===== src/sv/llts_pkg.sv =====
package llts_pkg;
    localparam int MAX_TASKS = 64;
    localparam int TIME_BITS = 20;
    localparam int LAX_BITS = TIME_BITS + 4;
    localparam int IDX_BITS = 6;

    localparam logic OP_LOAD = 1'b0;
    localparam logic OP_TICK = 1'b1;

    // best candidate carried along the chain
    typedef struct packed {
        logic                       good;
        logic                       bad;
        logic signed [LAX_BITS-1:0] lax;
        logic [TIME_BITS-1:0]       due;
        logic [IDX_BITS-1:0]        good_idx;
        logic [IDX_BITS-1:0]        bad_idx;
    } cand_t;
endpackage


===== src/sv/llts_cell.sv =====
module llts_cell
    import llts_pkg::*;
#(
    parameter int IDX = 0
)
(
    input  logic                 clk,
    input  logic                 rst_n,
    input  logic                 load_en,
    input  logic [TIME_BITS-1:0] rel_in,
    input  logic [TIME_BITS-1:0] run_in,
    input  logic [TIME_BITS-1:0] due_in,
    input  logic                 in_use,
    input  logic [TIME_BITS:0]   now,
    input  cand_t                cand_in,
    output cand_t                cand_out,
    input  logic                 upd_en,
    input  logic                 run_sel,
    input  logic [IDX_BITS-1:0]  pick_idx,
    output logic                 done,
    output logic                 wait_out,
    output logic                 fin_out,
    output logic                 late_out
);
    localparam logic signed [LAX_BITS-1:0] LAX_MIN = {1'b1, {(LAX_BITS-1){1'b0}}};

    logic [TIME_BITS-1:0] rel_reg, due_reg, rem_reg;
    logic signed [LAX_BITS-1:0] lax_reg;
    logic done_reg;
    logic waiting, neg, mine;
    cand_t cand_reg, cand_next;

    assign waiting = in_use && !done_reg && ({1'b0, rel_reg} <= now);
    assign neg = lax_reg[LAX_BITS-1];
    assign done = done_reg;
    assign wait_out = waiting;
    assign mine = run_sel && (pick_idx == IDX_BITS'(IDX));
    assign fin_out = mine && (rem_reg <= TIME_BITS'(1));
    assign late_out = mine && neg;
    assign cand_out = cand_reg;

    always_comb
    begin
        cand_next = cand_in;
        if (waiting)
        begin
            if (neg)
            begin
                cand_next.bad = 1'b1;
                cand_next.bad_idx = IDX_BITS'(IDX);
            end
            else if (!cand_in.good || lax_reg < cand_in.lax ||
                     (lax_reg == cand_in.lax && due_reg < cand_in.due))
            begin
                cand_next.good = 1'b1;
                cand_next.lax = lax_reg;
                cand_next.due = due_reg;
                cand_next.good_idx = IDX_BITS'(IDX);
            end
        end
    end

    // hand the candidate to the next cell every cycle
    always_ff @(posedge clk)
    begin
        cand_reg <= cand_next;
    end

    always_ff @(posedge clk or negedge rst_n)
    begin
        if (!rst_n)
            done_reg <= 1'b0;
        else if (load_en)
            done_reg <= 1'b0;
        else if (upd_en && waiting && fin_out)
            done_reg <= 1'b1;
    end

    always_ff @(posedge clk)
    begin
        if (load_en)
        begin
            rel_reg <= rel_in;
            due_reg <= due_in;
            rem_reg <= run_in;
            lax_reg <= LAX_BITS'(due_in) - LAX_BITS'(rel_in) - LAX_BITS'(run_in);
        end
        else if (upd_en && waiting)
        begin
            if (mine)
                rem_reg <= (rem_reg <= TIME_BITS'(1)) ? '0 : rem_reg - TIME_BITS'(1);
            else if (lax_reg != LAX_MIN)
                lax_reg <= lax_reg - LAX_BITS'(1);
        end
    end
endmodule


===== config.mk =====
export PLATFORM = sky130hd
export DESIGN_NAME = llts_cell
export DESIGN_NICKNAME = d
export VERILOG_FILES = /design/src/sv/llts_pkg.sv /design/src/sv/llts_cell.sv
export SDC_FILE = /design/constraint.sdc
export NUM_CORES = 1
export LEC_CHECK = 0
export BUFFER_PORTS_ARGS = -buffer_cell sky130_fd_sc_hd__buf_2
export CAP_MARGIN = 5
export CORE_MARGIN = 5
export CORE_UTILIZATION = 50
export CTS_CLUSTER_SIZE = 20
export DETAILED_ROUTE_END_ITERATION = 10
export PLACE_DENSITY = 0.85
export SLEW_MARGIN = 20
export SYNTH_ARGS = -nofsm -noshare
export SYNTH_HDL_FRONTEND = slang
export SYNTH_SLANG_ARGS = --single-unit

===== constraint.sdc =====
create_clock -name clk -period 3.7 [get_ports clk]
set_clock_uncertainty 0.05 [all_clocks]
set_input_delay 0.185 -clock clk [delete_from_list [all_inputs] [get_ports clk]]
set_output_delay 0.185 -clock clk [all_outputs]
set_load 0.01 [all_outputs]

==> impl_metrics.env <==
export IMPL_status="finished clean"
export IMPL_switching_share=0.332
export IMPL_multi_input_area_sq_mm=0.00509
export IMPL_synth_most_common_cell="inv_1"
export IMPL_comb_power_share=0.332
export IMPL_place_inst=1436
export IMPL_clock_sinks=143
export IMPL_die_area_sq_mm=0.0213
export IMPL_placed_cell_area_sq_mm=0.0110
export IMPL_path_clk_slew_ns=0.06
export IMPL_worst_r2r_setup_slack_ns=0.16
export IMPL_avgViaCountPerCell=5.62
export IMPL_boundaryPins=213
export IMPL_synthArstFlopShare=0.00699
export IMPL_start_util=0.512
export IMPL_required_ns=3.95
export IMPL_row_count=49
export IMPL_final_util=0.702
export IMPL_final_antenna_net_count=0
export IMPL_post_layout_total_power_mw=5.63
export IMPL_synth_top_area_frac=0.272
export IMPL_dpl_worst_slack_ns=-0.315
export IMPL_slew_headroom=0.603
export IMPL_reg2reg_depth=10
export IMPL_place_gp_congestion=0.962
export IMPL_yosysUniqueCellTypes=71
export IMPL_n_fill_cell=1231
export IMPL_min_period_ns=3.63
export IMPL_grt_max_degree=49
export IMPL_track_usage=0.276
export IMPL_seq_area_frac_synth=0.400
export IMPL_hold_class="input port to flip-flop"
export IMPL_critPathMaxStageDelay_ns=0.58
export IMPL_layout_drive_gt1_share=0.269
export IMPL_dr_pass1_iters=5
export IMPL_ir_worst_vdd_mv=0.366
export IMPL_fp_coreArea_sq_mm=0.0181
export IMPL_drc=0
export IMPL_io_buffer_count=212
export IMPL_cts_htree_levels=4
export IMPL_worst_path_buf_inv=4
export IMPL_fin_setup_tns_ns=0
export IMPL_vias=8839
export IMPL_wl_um=30300
export IMPL_min_period_over_period=0.980
export IMPL_endpoint_kind="flip-flop"
export IMPL_reg2reg_to="cand_out[21]$_DFF_P_"
export IMPL_cp_max_fo=23
export IMPL_synth_nets=1205
export IMPL_synth_edf_count=84
export IMPL_grt_pass1_vias=9044
export IMPL_cts_tree="yes"
export IMPL_hold_path_end="rem_reg[7]$_DFFE_PP_"
export IMPL_clockRootBuffer="clkbuf_16"
export IMPL_routedWlPerCell_um=19.2
export IMPL_holdWs_ns=0.00957
export IMPL_min_from="run_in[7]"
export IMPL_synthFlopType="edfxtp_1"
export IMPL_maxCapViolCount=0
export IMPL_power_frac_seq=0.368
export IMPL_avgSynthCellArea_sq_um=9.79
export IMPL_syn_area_sq_mm=0.00926
export IMPL_cts_inserted_buffers=17
export IMPL_synth_largest_area_cell="edfxtp_1"
export IMPL_layout_cells_non_filler=1573
export IMPL_die_w_um=146
export IMPL_reg2reg_from="due_reg[7]$_DFFE_PP_"
export IMPL_drt_iter0_markers=744
export IMPL_largest_reg_flops=58
export IMPL_grt_pass1_wl_um=46900
export IMPL_final_hold_viol_count=0
export IMPL_syn_instance_count=946
export IMPL_worstMarginPinSlew_ns=0.580
export IMPL_critical_path_top_delay_family="compound AO/OA/AOI/OAI gates"
export IMPL_path_cells="dlygate4sd3_1 > buf_2 > inv_1 > ha_1 > a2111oi_0 > o21ai_1 > a21o_1 > a31oi_1 > nor3_1 > o311ai_1 > nand3_2 > buf_4 > mux2_1"
export IMPL_path_class="input port to flip-flop"
export IMPL_setup_ws_ns=0.0743
export IMPL_worst_path_max_delay_cell="a2111oi_0"
export IMPL_report_final_setup_viol=0
export IMPL_p_per_area_mw_per_mm2=443
export IMPL_synth_commonest_cells="121 x inv_1, 106 x ha_1, 84 x edfxtp_1, 61 x nor2_1, 60 x a21oi_1"
export IMPL_antenna_found_initial=2
export IMPL_place_hpwl_um=20400
export IMPL_synth_area_leaders="edfxtp_1 27%, ha_1 14%, dfxtp_1 13%, inv_1 4.9%, a21oi_1 3.2%"
export IMPL_regArea_sq_mm=0.00371
export IMPL_clock_path_buffers=2
export IMPL_die_h_um=146
export IMPL_worstHoldPathCells=3
export IMPL_power_frac_clock=0.300
export IMPL_final_nets=1588
export IMPL_p_int_mw=3.76
export IMPL_yosys_warnings=0
export IMPL_overflow=0
export IMPL_p_switching_mw=1.87
export IMPL_clk_latency_ns=0.44
export IMPL_syn2layout_area_growth_pct=37.0
export IMPL_slew_viol_final=0
export IMPL_worstSetupStartpointType="input port"
export IMPL_p_leak_nw=6.02
export IMPL_max_freq_mhz=276
export IMPL_critPathArrivalTime_ns=3.88
export IMPL_design_area_sq_mm=0.0127
export IMPL_ys_seq_elements=143
[final cells by class]
| cell class | count | area share |
|---|---|---|
| multi-input combinational | 666 | 0.401 |
| sequential | 143 | 0.292 |
| timing repair buffer | 379 | 0.202 |
| clock buffer | 22 | 0.0391 |
| inverter | 122 | 0.0361 |
| tap | 229 | 0.0226 |
| clock inverter | 10 | 0.00591 |
| antenna | 2 | 0.000394 |
[worst min-delay path: cells and delay by family]
family / cells / cell delay (ns)
AO/OA/AOI/OAI: 1 / 0.06
buffers and inverters: 1 / 0.09
AND/OR/NAND/NOR: 1 / 0.04
[what timing repair did]
item / 4_1_cts / 5_1_grt
buffers inserted: 0 / 2
hold buffers: 101 / 0
endpoints found under the hold margin: 101 / 0
endpoints found under the setup margin: 0 / 10
resized for setup: 0 / 15
[power by group through the flow]
stage	sequential [mW]	clock [mW]	combinational (mW)
2_1_floorplan	2.08	0	0.990
3_3_place_gp	2.08	0	1.63
3_5_place_dp	2.09	0	1.67
4_1_cts	2.06	1.68	1.78
5_1_grt	2.09	1.77	2.02
6_report	2.07	1.69	1.87
[cell families after synthesis]
logic type,after synthesis,synth area share
fa+ha+maj,108,0.148
flops,143,0.400
mux,48,0.0589
compound gates,209,0.144
buf+inv,137,0.0569
simple gates,235,0.130
xor+xnor,66,0.0624
[per-layer routing]
metal	global-route usage	vias up	part of all wire
li1	-	4154	-
met1	0.321	4108	0.38
met2	0.475	466	0.48
met3	0.0579	111	0.077
met4	0.150	0	0.057
met5	0	-	0
[how the worst max path moves through the flow]
stage	from	endpoint	slack [ns]	cells past startpoint
after floorplan	due_in[0]	lax_reg[19]$_DFFE_PP_	0.0009	18
after global placement	rel_in[7]	lax_reg[23]$_DFFE_PP_	-0.15	18
after detailed placement	rel_in[0]	lax_reg[19]$_DFFE_PP_	-0.31	18
after CTS	due_in[11]	lax_reg[23]$_DFFE_PP_	0.08	17
after global routing	rel_in[9]	lax_reg[23]$_DFFE_PP_	-0.04	18
final	cand_in[19]	cand_out[21]$_DFF_P_	0.07	13
[cells in the final DEF, fill, tap and decap left out, drive strengths merged, types with 9 or more instances in the layout]
master | Yosys | layout
a22o | 9 | 9
nand3 | 15 | 15
ha | 106 | 106
nand4 | 9 | 9
dlygate4sd3 | 0 | 101
xor2 | 33 | 33
a21o | 19 | 19
dfxtp | 58 | 58
buf | 6 | 278
or3 | 12 | 12
inv | 121 | 124
a21oi | 60 | 60
nor2b | 13 | 13
nand2 | 49 | 49
mux2 | 43 | 43
clkbuf | 9 | 22
a211oi | 12 | 12
nor3 | 22 | 22
o21ai | 51 | 51
nor2 | 61 | 61
and2 | 10 | 10
nand2b | 13 | 13
o31ai | 12 | 12
xnor2 | 33 | 33
edfxtp | 84 | 84
(Power assumes the default switching activity.)
